--- config.mk ---
export PLATFORM = sky130hd
export DESIGN_NAME = ethernet_frame_generator
export DESIGN_NICKNAME = d
export VERILOG_FILES = /design/src/hw/rtl/efg_pkg.sv /design/src/hw/rtl/ethernet_frame_generator.sv /design/src/hw/rtl/efg_fifo.sv /design/src/hw/rtl/efg_front.sv /design/src/hw/rtl/efg_csum.sv /design/src/hw/rtl/efg_back.sv
export SDC_FILE = /design/constraint.sdc
export NUM_CORES = 1
export LEC_CHECK = 0
export ABC_AREA = 1
export BUFFER_PORTS_ARGS = -buffer_cell sky130_fd_sc_hd__buf_2
export CORE_MARGIN = 5
export CORE_UTILIZATION = 35
export DETAILED_ROUTE_END_ITERATION = 6
export GPL_ROUTABILITY_DRIVEN = 0
export PLACE_DENSITY_LB_ADDON = 0.2
export SLEW_MARGIN = 20
export SYNTH_ARGS = -nofsm -noshare
export SYNTH_HDL_FRONTEND = slang
export SYNTH_SLANG_ARGS = --single-unit
--- constraint.sdc ---
create_clock -name clock -period 8.9 [get_ports clock]
set_input_delay 0 -clock clock [delete_from_list [all_inputs] [get_ports clock]]
set_output_delay 0 -clock clock [all_outputs]
set_load 0.01 [all_outputs]
--- src/hw/rtl/efg_pkg.sv ---
// Shared types, constants and register codes of the Ethernet frame generator.
package efg_pkg;

   localparam int unsigned MAX_FRAME_BYTES = 9000;
   localparam int unsigned QUEUE_DEPTH     = 4;

   localparam logic [13:0] MIN_FRAME_BYTES = 14'd64;
   localparam logic [13:0] ARP_FRAME_BYTES = 14'd42;
   localparam logic [13:0] ETH_HEADER_BYTES = 14'd14;
   localparam logic [13:0] IP_UDP_HEADER_BYTES = 14'd34;

   localparam logic [15:0] ETHERTYPE_IPV4 = 16'h0800;
   localparam logic [15:0] ETHERTYPE_VLAN = 16'h8100;
   localparam logic [15:0] ETHERTYPE_ARP  = 16'h0806;
   localparam logic [15:0] ARP_HW_ETHER   = 16'h0001;
   localparam logic [15:0] ARP_OP_REQUEST = 16'h0001;
   localparam logic [7:0]  ARP_HW_LEN     = 8'd6;
   localparam logic [7:0]  ARP_PROTO_LEN  = 8'd4;
   localparam logic [15:0] TCP_WINDOW     = 16'd5840;
   localparam logic [7:0]  TCP_DATA_OFFSET = 8'h50;
   localparam logic [7:0]  TCP_FLAG_SYN   = 8'h02;
   localparam logic [7:0]  IP_VER_IHL     = 8'h45;
   localparam logic [7:0]  IP_TTL         = 8'd64;
   localparam logic [7:0]  PROTO_UDP      = 8'd17;
   localparam logic [7:0]  PROTO_TCP      = 8'd6;
   localparam logic [7:0]  PROTO_NONE     = 8'hff;

   // Frame kinds; the remaining codes build a raw frame.
   localparam logic [2:0] KIND_RAW  = 3'd0;
   localparam logic [2:0] KIND_UDP  = 3'd1;
   localparam logic [2:0] KIND_TCP  = 3'd2;
   localparam logic [2:0] KIND_VLAN = 3'd3;
   localparam logic [2:0] KIND_ARP  = 3'd4;

   // Register indexes of the configuration port.
   localparam logic [2:0] REG_FRAME_SIZE   = 3'd0;
   localparam logic [2:0] REG_FRAME_KIND   = 3'd1;
   localparam logic [2:0] REG_DEST_MAC     = 3'd2;
   localparam logic [2:0] REG_SOURCE_MAC   = 3'd3;
   localparam logic [2:0] REG_DEST_IPV4    = 3'd4;
   localparam logic [2:0] REG_SOURCE_IPV4  = 3'd5;
   localparam logic [2:0] REG_PORT_PAIR    = 3'd6;
   localparam logic [2:0] REG_VLAN_TCI     = 3'd7;

   typedef struct packed {
      logic [13:0] frame_size;
      logic [2:0]  frame_kind;
      logic [47:0] dest_mac;
      logic [47:0] source_mac;
      logic [31:0] dest_ipv4;
      logic [31:0] source_ipv4;
      logic [31:0] port_pair;
      logic [15:0] vlan_tag_control;
   } csr_type;

   localparam csr_type CSR_RESET = '{
      frame_size:       14'd512,
      frame_kind:       KIND_RAW,
      dest_mac:         48'hffff_ffff_ffff,
      source_mac:       48'h0,
      dest_ipv4:        32'hc0a8_0101,
      source_ipv4:      32'hc0a8_0102,
      port_pair:        32'd809042000,
      vlan_tag_control: 16'd1
   };

   // Where the back end takes a byte from.
   typedef enum logic [3:0] {
      SEL_LIT,
      SEL_DMAC,
      SEL_SMAC,
      SEL_DIP,
      SEL_SIP,
      SEL_PORT,
      SEL_TCI,
      SEL_IDENT,
      SEL_CSUM,
      SEL_SEQ
   } sel_type;

   typedef struct packed {
      sel_type    sel;
      logic [2:0] idx;
      logic [7:0] lit;
      logic       start;
      logic       last;
   } item_type;

   typedef struct packed {
      logic        valid;
      logic [15:0] ident;
      logic [15:0] ip_len;
      logic [7:0]  proto;
   } csum_req_type;

endpackage

--- src/hw/rtl/ethernet_frame_generator.sv ---
// Ethernet frame generator top level: one frame byte out for every beat in.
// A beat is classified into the queue, then byte-selected into the output register.
// Throughput: one beat per cycle while the queue has room and the output is taken, set by
// the combinational classify and byte-select paths.
// The IPv4 header checksum of a frame is computed in the adder pipeline from its first beat.
// Reset clears the byte position, the queue and the output register, and loads the
// configuration registers with their defaults.
module ethernet_frame_generator #(
   parameter int unsigned MAX_FRAME_BYTES = efg_pkg::MAX_FRAME_BYTES
) (
   input  logic        clock,
   input  logic        reset,
   input  logic        req_push,
   output logic        req_full,
   input  logic [15:0] req_ident_value,
   input  logic [31:0] req_sequence_value,
   input  logic [7:0]  req_fill_byte,
   output logic        rsp_empty,
   input  logic        rsp_pop,
   output logic [7:0]  rsp_frame_byte,
   output logic        rsp_frame_start,
   output logic        rsp_frame_end,
   input  logic        csr_write_enable,
   input  logic [2:0]  csr_index,
   input  logic [47:0] csr_write_data
);

   efg_pkg::csr_type      csr_ff, csr_in;
   efg_pkg::item_type     push_item;
   efg_pkg::item_type     pop_item;
   efg_pkg::csum_req_type csum_req;
   logic                  req_accept;
   logic                  fifo_full;
   logic                  fifo_empty;
   logic                  fifo_pop;
   logic [15:0]           held_ident;
   logic [31:0]           held_sequence;
   logic [15:0]           checksum;

   always_comb begin
      csr_in = csr_ff;
      if (csr_write_enable) begin
         unique case (csr_index)
            efg_pkg::REG_FRAME_SIZE:  csr_in.frame_size       = csr_write_data[13:0];
            efg_pkg::REG_FRAME_KIND:  csr_in.frame_kind       = csr_write_data[2:0];
            efg_pkg::REG_DEST_MAC:    csr_in.dest_mac         = csr_write_data;
            efg_pkg::REG_SOURCE_MAC:  csr_in.source_mac       = csr_write_data;
            efg_pkg::REG_DEST_IPV4:   csr_in.dest_ipv4        = csr_write_data[31:0];
            efg_pkg::REG_SOURCE_IPV4: csr_in.source_ipv4      = csr_write_data[31:0];
            efg_pkg::REG_PORT_PAIR:   csr_in.port_pair        = csr_write_data[31:0];
            efg_pkg::REG_VLAN_TCI:    csr_in.vlan_tag_control = csr_write_data[15:0];
            default:                  csr_in = csr_ff;
         endcase
      end
   end

   always_ff @(posedge clock) begin
      if (reset) begin
         csr_ff <= efg_pkg::CSR_RESET;
      end else begin
         csr_ff <= csr_in;
      end
   end

   assign req_full   = fifo_full;
   assign req_accept = req_push && !fifo_full;

   efg_front #(
      .MAX_FRAME_BYTES(MAX_FRAME_BYTES)
   ) u_front (
      .clock            (clock),
      .reset            (reset),
      .accept           (req_accept),
      .frame_size       (csr_ff.frame_size),
      .frame_kind       (csr_ff.frame_kind),
      .ident_value      (req_ident_value),
      .sequence_value   (req_sequence_value),
      .fill_byte        (req_fill_byte),
      .item             (push_item),
      .csum_req         (csum_req),
      .held_ident_ff    (held_ident),
      .held_sequence_ff (held_sequence)
   );

   efg_csum u_csum (
      .clock       (clock),
      .reset       (reset),
      .csum_req    (csum_req),
      .source_ipv4 (csr_ff.source_ipv4),
      .dest_ipv4   (csr_ff.dest_ipv4),
      .checksum_ff (checksum)
   );

   efg_fifo #(
      .DEPTH(efg_pkg::QUEUE_DEPTH)
   ) u_fifo (
      .clock     (clock),
      .reset     (reset),
      .push      (req_accept),
      .push_item (push_item),
      .full      (fifo_full),
      .pop       (fifo_pop),
      .pop_item  (pop_item),
      .empty     (fifo_empty)
   );

   efg_back u_back (
      .clock           (clock),
      .reset           (reset),
      .item            (pop_item),
      .queue_empty     (fifo_empty),
      .queue_pop       (fifo_pop),
      .csr             (csr_ff),
      .held_ident      (held_ident),
      .held_sequence   (held_sequence),
      .checksum        (checksum),
      .rsp_pop         (rsp_pop),
      .rsp_empty       (rsp_empty),
      .rsp_frame_byte  (rsp_frame_byte),
      .rsp_frame_start (rsp_frame_start),
      .rsp_frame_end   (rsp_frame_end)
   );

   // No frame is a single beat long, so a beat is never both first and last.
   assert property (@(posedge clock) disable iff (reset)
      req_accept |-> !(push_item.start && push_item.last))
      else $error("beat classified as both first and last of a frame");

   // After reset, the output is empty and the input side takes beats.
   assert property (@(posedge clock)
      reset |=> (rsp_empty && !req_full))
      else $error("output or queue not empty after reset");

   // With nothing queued, a taken result leaves the output register empty.
   assert property (@(posedge clock) disable iff (reset)
      (rsp_pop && !rsp_empty && fifo_empty) |=> rsp_empty)
      else $error("output register shows a beat that was never queued");

endmodule

--- src/hw/rtl/efg_fifo.sv ---
// Short queue of classified beats between the front and the back end.
module efg_fifo #(
   parameter int unsigned DEPTH = efg_pkg::QUEUE_DEPTH
) (
   input  logic              clock,
   input  logic              reset,
   input  logic              push,
   input  efg_pkg::item_type push_item,
   output logic              full,
   input  logic              pop,
   output efg_pkg::item_type pop_item,
   output logic              empty
);

   localparam int unsigned PtrBits   = (DEPTH > 1) ? $clog2(DEPTH) : 1;
   localparam int unsigned CountBits = $clog2(DEPTH + 1);

   efg_pkg::item_type      entry_ff [DEPTH];
   logic [PtrBits-1:0]     wr_ptr_ff, wr_ptr_in;
   logic [PtrBits-1:0]     rd_ptr_ff, rd_ptr_in;
   logic [CountBits-1:0]   count_ff, count_in;

   always_comb begin
      wr_ptr_in = wr_ptr_ff;
      rd_ptr_in = rd_ptr_ff;
      if (push) begin
         wr_ptr_in = (wr_ptr_ff == PtrBits'(DEPTH - 1)) ? '0 : wr_ptr_ff + 1'b1;
      end
      if (pop) begin
         rd_ptr_in = (rd_ptr_ff == PtrBits'(DEPTH - 1)) ? '0 : rd_ptr_ff + 1'b1;
      end
      case ({push, pop})
         2'b10:   count_in = count_ff + 1'b1;
         2'b01:   count_in = count_ff - 1'b1;
         default: count_in = count_ff;
      endcase
   end

   always_ff @(posedge clock) begin
      if (reset) begin
         wr_ptr_ff <= '0;
         rd_ptr_ff <= '0;
         count_ff  <= '0;
      end else begin
         wr_ptr_ff <= wr_ptr_in;
         rd_ptr_ff <= rd_ptr_in;
         count_ff  <= count_in;
      end
   end

   always_ff @(posedge clock) begin
      if (push) begin
         entry_ff[wr_ptr_ff] <= push_item;
      end
   end

   assign pop_item = entry_ff[rd_ptr_ff];
   assign full     = (count_ff == CountBits'(DEPTH));
   assign empty    = (count_ff == '0);

endmodule

--- src/hw/rtl/efg_front.sv ---
// Front end: tracks the byte position, latches per-frame fields and classifies each beat.
module efg_front #(
   parameter int unsigned MAX_FRAME_BYTES = efg_pkg::MAX_FRAME_BYTES
) (
   input  logic                  clock,
   input  logic                  reset,
   input  logic                  accept,
   input  logic [13:0]           frame_size,
   input  logic [2:0]            frame_kind,
   input  logic [15:0]           ident_value,
   input  logic [31:0]           sequence_value,
   input  logic [7:0]            fill_byte,
   output efg_pkg::item_type     item,
   output efg_pkg::csum_req_type csum_req,
   output logic [15:0]           held_ident_ff,
   output logic [31:0]           held_sequence_ff
);

   localparam logic [13:0] MaxSize = 14'(MAX_FRAME_BYTES);

   logic [13:0] pos_ff, pos_in;
   logic [13:0] size;
   logic [13:0] frame_len;
   logic [14:0] pos_plus;
   logic        is_start;
   logic        is_last;
   logic [15:0] ip_len;
   logic [15:0] udp_len;
   logic [15:0] eth_type_code;
   logic [7:0]  proto;
   logic [13:0] off6;
   logic [13:0] q;
   logic [13:0] t;
   logic [13:0] q_minus8;
   logic [13:0] q_minus14;
   logic [13:0] q_minus24;

   always_comb begin
      if (frame_size < efg_pkg::MIN_FRAME_BYTES) begin
         size = efg_pkg::MIN_FRAME_BYTES;
      end else if (frame_size > MaxSize) begin
         size = MaxSize;
      end else begin
         size = frame_size;
      end
      frame_len = (frame_kind == efg_pkg::KIND_ARP) ? efg_pkg::ARP_FRAME_BYTES : size;
      pos_plus  = {1'b0, pos_ff} + 15'd1;
      is_start  = (pos_ff == '0);
      is_last   = (pos_plus >= {1'b0, frame_len});
      pos_in    = is_last ? '0 : pos_plus[13:0];

      ip_len  = {2'b00, size - efg_pkg::ETH_HEADER_BYTES};
      udp_len = {2'b00, size - efg_pkg::IP_UDP_HEADER_BYTES};

      if (frame_kind == efg_pkg::KIND_UDP) begin
         proto = efg_pkg::PROTO_UDP;
      end else if (frame_kind == efg_pkg::KIND_TCP) begin
         proto = efg_pkg::PROTO_TCP;
      end else begin
         proto = efg_pkg::PROTO_NONE;
      end

      if (frame_kind == efg_pkg::KIND_VLAN) begin
         eth_type_code = efg_pkg::ETHERTYPE_VLAN;
      end else if (frame_kind == efg_pkg::KIND_ARP) begin
         eth_type_code = efg_pkg::ETHERTYPE_ARP;
      end else begin
         eth_type_code = efg_pkg::ETHERTYPE_IPV4;
      end

      off6      = pos_ff - 14'd6;
      q         = pos_ff - 14'd14;
      t         = q - 14'd20;
      q_minus8  = q - 14'd8;
      q_minus14 = q - 14'd14;
      q_minus24 = q - 14'd24;

      // Even offsets inside a two-byte field carry its high byte.
      item.sel   = efg_pkg::SEL_LIT;
      item.idx   = '0;
      item.lit   = fill_byte;
      item.start = is_start;
      item.last  = is_last;

      if (pos_ff < 14'd6) begin
         item.sel = efg_pkg::SEL_DMAC;
         item.idx = pos_ff[2:0];
      end else if (pos_ff < 14'd12) begin
         item.sel = efg_pkg::SEL_SMAC;
         item.idx = off6[2:0];
      end else if (pos_ff < 14'd14) begin
         item.lit = pos_ff[0] ? eth_type_code[7:0] : eth_type_code[15:8];
      end else if (frame_kind == efg_pkg::KIND_VLAN) begin
         if (q < 14'd2) begin
            item.sel = efg_pkg::SEL_TCI;
            item.idx = q[2:0];
         end else if (q < 14'd4) begin
            item.lit = q[0] ? efg_pkg::ETHERTYPE_IPV4[7:0] : efg_pkg::ETHERTYPE_IPV4[15:8];
         end
      end else if (frame_kind == efg_pkg::KIND_ARP) begin
         if (q < 14'd2) begin
            item.lit = q[0] ? efg_pkg::ARP_HW_ETHER[7:0] : efg_pkg::ARP_HW_ETHER[15:8];
         end else if (q < 14'd4) begin
            item.lit = q[0] ? efg_pkg::ETHERTYPE_IPV4[7:0] : efg_pkg::ETHERTYPE_IPV4[15:8];
         end else if (q == 14'd4) begin
            item.lit = efg_pkg::ARP_HW_LEN;
         end else if (q == 14'd5) begin
            item.lit = efg_pkg::ARP_PROTO_LEN;
         end else if (q < 14'd8) begin
            item.lit = q[0] ? efg_pkg::ARP_OP_REQUEST[7:0] : efg_pkg::ARP_OP_REQUEST[15:8];
         end else if (q < 14'd14) begin
            item.sel = efg_pkg::SEL_SMAC;
            item.idx = q_minus8[2:0];
         end else if (q < 14'd18) begin
            item.sel = efg_pkg::SEL_SIP;
            item.idx = q_minus14[2:0];
         end else if (q < 14'd24) begin
            item.lit = 8'h00;
         end else if (q < 14'd28) begin
            item.sel = efg_pkg::SEL_DIP;
            item.idx = q_minus24[2:0];
         end else begin
            item.lit = 8'h00;
         end
      end else if (frame_kind == efg_pkg::KIND_UDP || frame_kind == efg_pkg::KIND_TCP) begin
         if (q < 14'd20) begin
            unique case (q[4:0])
               5'd0:  item.lit = efg_pkg::IP_VER_IHL;
               5'd2:  item.lit = ip_len[15:8];
               5'd3:  item.lit = ip_len[7:0];
               5'd4, 5'd5: begin
                  item.sel = efg_pkg::SEL_IDENT;
                  item.idx = {2'b00, q[0]};
               end
               5'd8:  item.lit = efg_pkg::IP_TTL;
               5'd9:  item.lit = proto;
               5'd10, 5'd11: begin
                  item.sel = efg_pkg::SEL_CSUM;
                  item.idx = {2'b00, q[0]};
               end
               5'd12, 5'd13, 5'd14, 5'd15: begin
                  item.sel = efg_pkg::SEL_SIP;
                  item.idx = {1'b0, q[1:0]};
               end
               5'd16, 5'd17, 5'd18, 5'd19: begin
                  item.sel = efg_pkg::SEL_DIP;
                  item.idx = {1'b0, q[1:0]};
               end
               default: item.lit = 8'h00;
            endcase
         end else if (t < 14'd4) begin
            item.sel = efg_pkg::SEL_PORT;
            item.idx = t[2:0];
         end else if (frame_kind == efg_pkg::KIND_UDP) begin
            if (t < 14'd6) begin
               item.lit = t[0] ? udp_len[7:0] : udp_len[15:8];
            end else if (t < 14'd8) begin
               item.lit = 8'h00;
            end
         end else begin
            if (t < 14'd8) begin
               item.sel = efg_pkg::SEL_SEQ;
               item.idx = {1'b0, t[1:0]};
            end else if (t < 14'd12) begin
               item.lit = 8'h00;
            end else if (t == 14'd12) begin
               item.lit = efg_pkg::TCP_DATA_OFFSET;
            end else if (t == 14'd13) begin
               item.lit = efg_pkg::TCP_FLAG_SYN;
            end else if (t < 14'd16) begin
               item.lit = t[0] ? efg_pkg::TCP_WINDOW[7:0] : efg_pkg::TCP_WINDOW[15:8];
            end else if (t < 14'd20) begin
               item.lit = 8'h00;
            end
         end
      end

      csum_req.valid  = accept && is_start;
      csum_req.ident  = ident_value;
      csum_req.ip_len = ip_len;
      csum_req.proto  = proto;
   end

   always_ff @(posedge clock) begin
      if (reset) begin
         pos_ff <= '0;
      end else if (accept) begin
         pos_ff <= pos_in;
      end
   end

   always_ff @(posedge clock) begin
      if (accept && is_start) begin
         held_ident_ff    <= ident_value;
         held_sequence_ff <= sequence_value;
      end
   end

endmodule

--- src/hw/rtl/efg_csum.sv ---
// IPv4 header checksum unit: a three-stage adder pipeline started at each frame's first beat.
module efg_csum (
   input  logic                  clock,
   input  logic                  reset,
   input  efg_pkg::csum_req_type csum_req,
   input  logic [31:0]           source_ipv4,
   input  logic [31:0]           dest_ipv4,
   output logic [15:0]           checksum_ff
);

   logic [17:0] sum_a_ff, sum_a_in;
   logic [17:0] sum_b_ff, sum_b_in;
   logic [18:0] sum_ff, sum_in;
   logic        stage1_ff;
   logic        stage2_ff;
   logic [16:0] fold1;
   logic [15:0] fold2;
   logic [15:0] checksum_in;

   always_comb begin
      sum_a_in = {2'b00, efg_pkg::IP_VER_IHL, 8'h00} + {2'b00, csum_req.ip_len}
               + {2'b00, csum_req.ident} + {2'b00, efg_pkg::IP_TTL, csum_req.proto};
      sum_b_in = {2'b00, source_ipv4[31:16]} + {2'b00, source_ipv4[15:0]}
               + {2'b00, dest_ipv4[31:16]} + {2'b00, dest_ipv4[15:0]};
      sum_in   = {1'b0, sum_a_ff} + {1'b0, sum_b_ff};
      // Two end-around carry folds; the first leaves at most one carry bit.
      fold1       = {14'b0, sum_ff[18:16]} + {1'b0, sum_ff[15:0]};
      fold2       = fold1[15:0] + {15'b0, fold1[16]};
      checksum_in = ~fold2;
   end

   always_ff @(posedge clock) begin
      if (reset) begin
         stage1_ff   <= 1'b0;
         stage2_ff   <= 1'b0;
         checksum_ff <= '0;
      end else begin
         stage1_ff <= csum_req.valid;
         stage2_ff <= stage1_ff;
         if (stage2_ff) begin
            checksum_ff <= checksum_in;
         end
      end
   end

   always_ff @(posedge clock) begin
      if (csum_req.valid) begin
         sum_a_ff <= sum_a_in;
         sum_b_ff <= sum_b_in;
      end
      if (stage1_ff) begin
         sum_ff <= sum_in;
      end
   end

endmodule

--- src/hw/rtl/efg_back.sv ---
// Back end: picks each beat's byte from its literal, the registers or held fields into the output register.
module efg_back (
   input  logic              clock,
   input  logic              reset,
   input  efg_pkg::item_type item,
   input  logic              queue_empty,
   output logic              queue_pop,
   input  efg_pkg::csr_type  csr,
   input  logic [15:0]       held_ident,
   input  logic [31:0]       held_sequence,
   input  logic [15:0]       checksum,
   input  logic              rsp_pop,
   output logic              rsp_empty,
   output logic [7:0]        rsp_frame_byte,
   output logic              rsp_frame_start,
   output logic              rsp_frame_end
);

   logic       out_valid_ff, out_valid_in;
   logic [7:0] byte_ff, byte_in;
   logic       start_ff;
   logic       last_ff;

   // Byte idx of a big-endian field whose last byte has index top_idx.
   function automatic logic [7:0] pick_byte(logic [47:0] value, logic [2:0] top_idx,
                                            logic [2:0] idx);
      logic [47:0] shifted;
      logic [2:0]  lane;
      lane    = top_idx - idx;
      shifted = value >> {lane, 3'b000};
      return shifted[7:0];
   endfunction

   always_comb begin
      unique case (item.sel)
         efg_pkg::SEL_LIT:   byte_in = item.lit;
         efg_pkg::SEL_DMAC:  byte_in = pick_byte(csr.dest_mac, 3'd5, item.idx);
         efg_pkg::SEL_SMAC:  byte_in = pick_byte(csr.source_mac, 3'd5, item.idx);
         efg_pkg::SEL_DIP:   byte_in = pick_byte({16'b0, csr.dest_ipv4}, 3'd3, item.idx);
         efg_pkg::SEL_SIP:   byte_in = pick_byte({16'b0, csr.source_ipv4}, 3'd3, item.idx);
         efg_pkg::SEL_PORT:  byte_in = pick_byte({16'b0, csr.port_pair}, 3'd3, item.idx);
         efg_pkg::SEL_TCI:   byte_in = pick_byte({32'b0, csr.vlan_tag_control}, 3'd1,
                                                 item.idx);
         efg_pkg::SEL_IDENT: byte_in = pick_byte({32'b0, held_ident}, 3'd1, item.idx);
         efg_pkg::SEL_CSUM:  byte_in = pick_byte({32'b0, checksum}, 3'd1, item.idx);
         efg_pkg::SEL_SEQ:   byte_in = pick_byte({16'b0, held_sequence}, 3'd3, item.idx);
         default:            byte_in = item.lit;
      endcase

      queue_pop    = !queue_empty && (!out_valid_ff || rsp_pop);
      out_valid_in = queue_pop || (out_valid_ff && !rsp_pop);
   end

   always_ff @(posedge clock) begin
      if (reset) begin
         out_valid_ff <= 1'b0;
      end else begin
         out_valid_ff <= out_valid_in;
      end
   end

   always_ff @(posedge clock) begin
      if (queue_pop) begin
         byte_ff  <= byte_in;
         start_ff <= item.start;
         last_ff  <= item.last;
      end
   end

   assign rsp_empty       = !out_valid_ff;
   assign rsp_frame_byte  = byte_ff;
   assign rsp_frame_start = start_ff;
   assign rsp_frame_end   = last_ff;

endmodule

==> impl_metrics.csv <==
group,metric,value,unit
job,max_capacitance_violation_total,0,
final_layout,final_cell_mix,"nand2_1, nor2_1, inv_1",
routing,detailroute.via_count,22597,
logic_synthesis,syn_avg_cell_area,7.80,µm²
logic_synthesis,seq_area_frac_synth,42.5,%
sta,worst_slew_margin_rel,29.1,%
critical_path,cp_slowest_cell,"nand2_1",
final_layout,num-fill-cells,7317,
routing,number_of_nets_with_antenna_violations_after_detailed_routing,0,
clock_tree,tritoncts_buffers,51,
sta,period_minus_slack,5.25,ns
final_layout,finish.net_count,3688,
critical_path,path_buf_inv,3,
sta,final.period_utilization,59.0,%
sta,maxSlewViolCount,0,
logic_synthesis,synth_area_leader_cell,"edfxtp_1",
critical_path,critical_path.cell_chain,"inv_1 > nor3_1 > clkinv_1 > nand2_1 > fa_1 > inv_1 > ha_1 > a21oi_1 > nand2_1 > nand4_1 > o211ai_1 > a21oi_1 > o21bai_1 > nand3_1 > nand2_1 > nand2_1 > nand2_1 > a21oi_1 > nor2_1 > o21ai_0 > nand2_1 > xor2_1",
placement,dp_worst_setup_slack,3.73,ns
sta,hold_violations,0,
floorplan,start_util,35.4,%
placement,dp_hpwl,61500,µm
sta,worst_slew_pin_slew,1.06,ns
power,power.density_cell_area,252,nW/µm²
routing,drt_iter0_drc,1905,
sta,worst_clock_skew,0.0334,ns
critical_path,critical_path_peak_fanout,16,
final_layout,mostFrequentLayoutCell,"nand2_1",
logic_synthesis,synthTopCellsByArea,"edfxtp_1, dfxtp_1, nand2_1",
critical_path,critical-path-max-stage-delay,0.69,ns
final_layout,regArea,10800,µm²
placement,io_buffer_count,123,
clock_tree,clk_path_buf_depth,3,
critical_path,cp-end-kind,"register",
min_path,hold_class,"in -> reg",
routing,via_density_per_instance,5.10,
grt,global_route.usage.total,21.1,%
grt,grt_pass1_vias,21370,
clock_tree,cts_root_buffer,"clkbuf_16",
clock_tree,clock_sink_count,448,
clock_tree,clock_tree.htree_level_count,2,
critical_path,worst_setup_path_start_kind,"register",
outcome,outcome,"finished, final reports clean",
critical_path,cp_common_cell,"nand2_1",
logic_synthesis,synthFlopType,"dfxtp_1",
critical_path,crit_family,"simple AND/OR/NAND/NOR gates",
clock_tree,tritoncts_clock_tree,"built",
power,leakage,0.0132,µW
clock_tree,worst_setup_hold_path_clk_slew,0.07,ns
sta,max_clock_freq,0.190,GHz
floorplan,floorplan.core_area,71700,µm²
grt,antenna_found_initial,2,
logic_synthesis,ys_ff_latch,448,
sta,number_of_endpoints_failing_setup_at_the_final_stage,0,
sta,setup_total_negative_slack,0,ns
floorplan,core.rowCount,98,
floorplan,die_w,279,µm
final_layout,areaGrowthSynthToFinish,17.1,%
routing,detail_route.drc_violations,0,
final_layout,multiInputGateArea,12600,µm²
sta,unrepaired_setup_endpoints_after_global_routing,"false",
power,finalPower,7490,µW
logic_synthesis,synthArstFlopShare,0,%
logic_synthesis,yosysTopAreaCellShare,21.4,%
floorplan,chipHeight,279,µm
logic_synthesis,synth-edff-count,181,
final_layout,final_layout_size_suffix_gt1_share,8.63,%
logic_synthesis,ys_warn_count,0,
logic_synthesis,syn-instance-count,3254,
critical_path,cp_data_required_time,9.25,ns
routing,routed_wire_length_per_instance,19.4,µm
critical_path,cp_data_arrival_time,5.60,ns
critical_path,setup.worst_path.class,"reg -> reg",
sta,post-route-worst-setup-slack,3.65,ns
logic_synthesis,synth.cell_area,25400,µm²
power,ir_worst_vdd,183,µV
grt,grt_max_degree,95,
floorplan,die-area,78000,µm²
routing,routed_wirelength,86000,µm
grt,grt_pass1_wl,129000,µm
floorplan,io_pins,124,
grt,grt-ovfl-total,0,
logic_synthesis,synth.lib_cells_used.distinct,65,
routing,drt-pass1-iter-count,5,
clock_tree,worstSkewPairLatency,0.62,ns
[cells by family (layout without fill, tap and decap cells)]
family	count (synthesis)	in the layout	synth area share [%]
and+or+nand+nor	1329	1329	21.9
AOI/OAI and AO/OA	716	716	16.6
buffers and inverters	528	749	7.98
DFF	448	448	42.5
adders and majority gates	143	143	7.93
xor gates and xnor gates	89	89	3.10
other	1	3	0.0148
[worst register-to-register path: stages, from the launching register on]
cell and delay, ns:
dfxtp_1 0.36, inv_1 0.08, nor3_1 0.68, clkinv_1 0.60, nand2_1 0.69, fa_1 0.53, inv_1 0.06, ha_1 0.26
a21oi_1 0.17, nand2_1 0.12, nand4_1 0.09, o211ai_1 0.13, a21oi_1 0.19, o21bai_1 0.12, nand3_1 0.09, nand2_1 0.07
nand2_1 0.06, nand2_1 0.05, a21oi_1 0.21, nor2_1 0.06, o21ai_0 0.15, nand2_1 0.09, xor2_1 0.14
[registers in the layout, summed over array words and instances (netlist names), named ones only]
signal and cells:
u_fifo.count_ff 3, u_csum.sum_a_ff 18, csr_ff 225, u_front.pos_ff 14, u_csum.stage1_ff 1, u_front.held_sequence_ff 32, u_fifo.wr_ptr_ff 2, u_csum.sum_ff 19
u_csum.checksum_ff 16, u_back.out_valid_ff 1, u_back.rsp_frame_end 1, u_fifo.rd_ptr_ff 2, u_csum.sum_b_ff 18, u_csum.stage2_ff 1, u_fifo.entry_ff 68, u_back.rsp_frame_byte 8
u_back.rsp_frame_start 1, u_front.held_ident_ff 16
[per-stage QoR]
stage	hold slack [ns]	util, %	cells	cell area, µm²
after floorplan	0.0989	-	3255	25400
after global placement	0.178	37.5	4221	26900
after detailed placement	0.178	37.5	4221	26900
after CTS	0.0393	41.5	4426	29700
after global routing	0.0831	41.5	4426	29700
final	0.0891	41.5	4427	29700
[routing by layer]
metal  part of all wire, %  up-vias  global-route usage (%)
met4                   4.0        0                    7.53
met1                    44    10496                    28.5
met3                   6.2      160                    3.13
met2                    46      691                    34.9
met5                     0        -                       0
li1                      -    11250                       -
[final timing paths]
path                          to          from  slack, ns  cells past startpoint
max          u_csum.sum_a_ff[16]   csr_ff[208]       3.65                     22
max reg2reg  u_csum.sum_a_ff[16]   csr_ff[208]       3.65                     22
min                   csr_ff[99]  csr_index[2]       0.09                      5
min reg2reg           csr_ff[46]    csr_ff[46]       0.45                      2
[layout make-up]
cell class,count,share of cell area (%)
diodes,1,0.00841
clock buffers,69,5.06
clock inverters,27,0.761
inverters,390,4.95
multi-input cells,2279,42.5
flip-flops and latches,448,36.2
well taps,950,4.00
repair buffers,263,6.52
[synthesized netlist by cell type (6+ instances only)]
library cell	number
nand2_1	658
nor2_1	398
inv_1	381
dfxtp_1	267
o21ai_0	265
a21oi_1	245
edfxtp_1	181
nand3_1	164
ha_1	113
clkbuf_1	110
xor2_1	68
o211ai_1	50
nand4_1	35
a221oi_1	33
fa_1	30
nor3_1	21
a32o_1	20
xnor2_1	20
a31oi_1	15
o21bai_1	15
buf_1	13
o22ai_1	13
o31ai_1	11
buf_2	10
nand2_2	10
nand3_2	7
o2111ai_1	7
or2_2	7
a32oi_1	6
nor2_2	6
[timing repair]
action	CTS	global route
buffers inserted	0	0
endpoints found under the setup margin	0	0
endpoints found under the hold margin	325	0
gates resized for setup	0	0
hold buffers	109	0
[report_power, final]
part | internal (µW) | switching [µW]
Sequential | 2480 | 152
Combinational | 851 | 1840
Clock | 1250 | 913
Total | 4580 | 2910
Power figures use the tool's default switching activity.
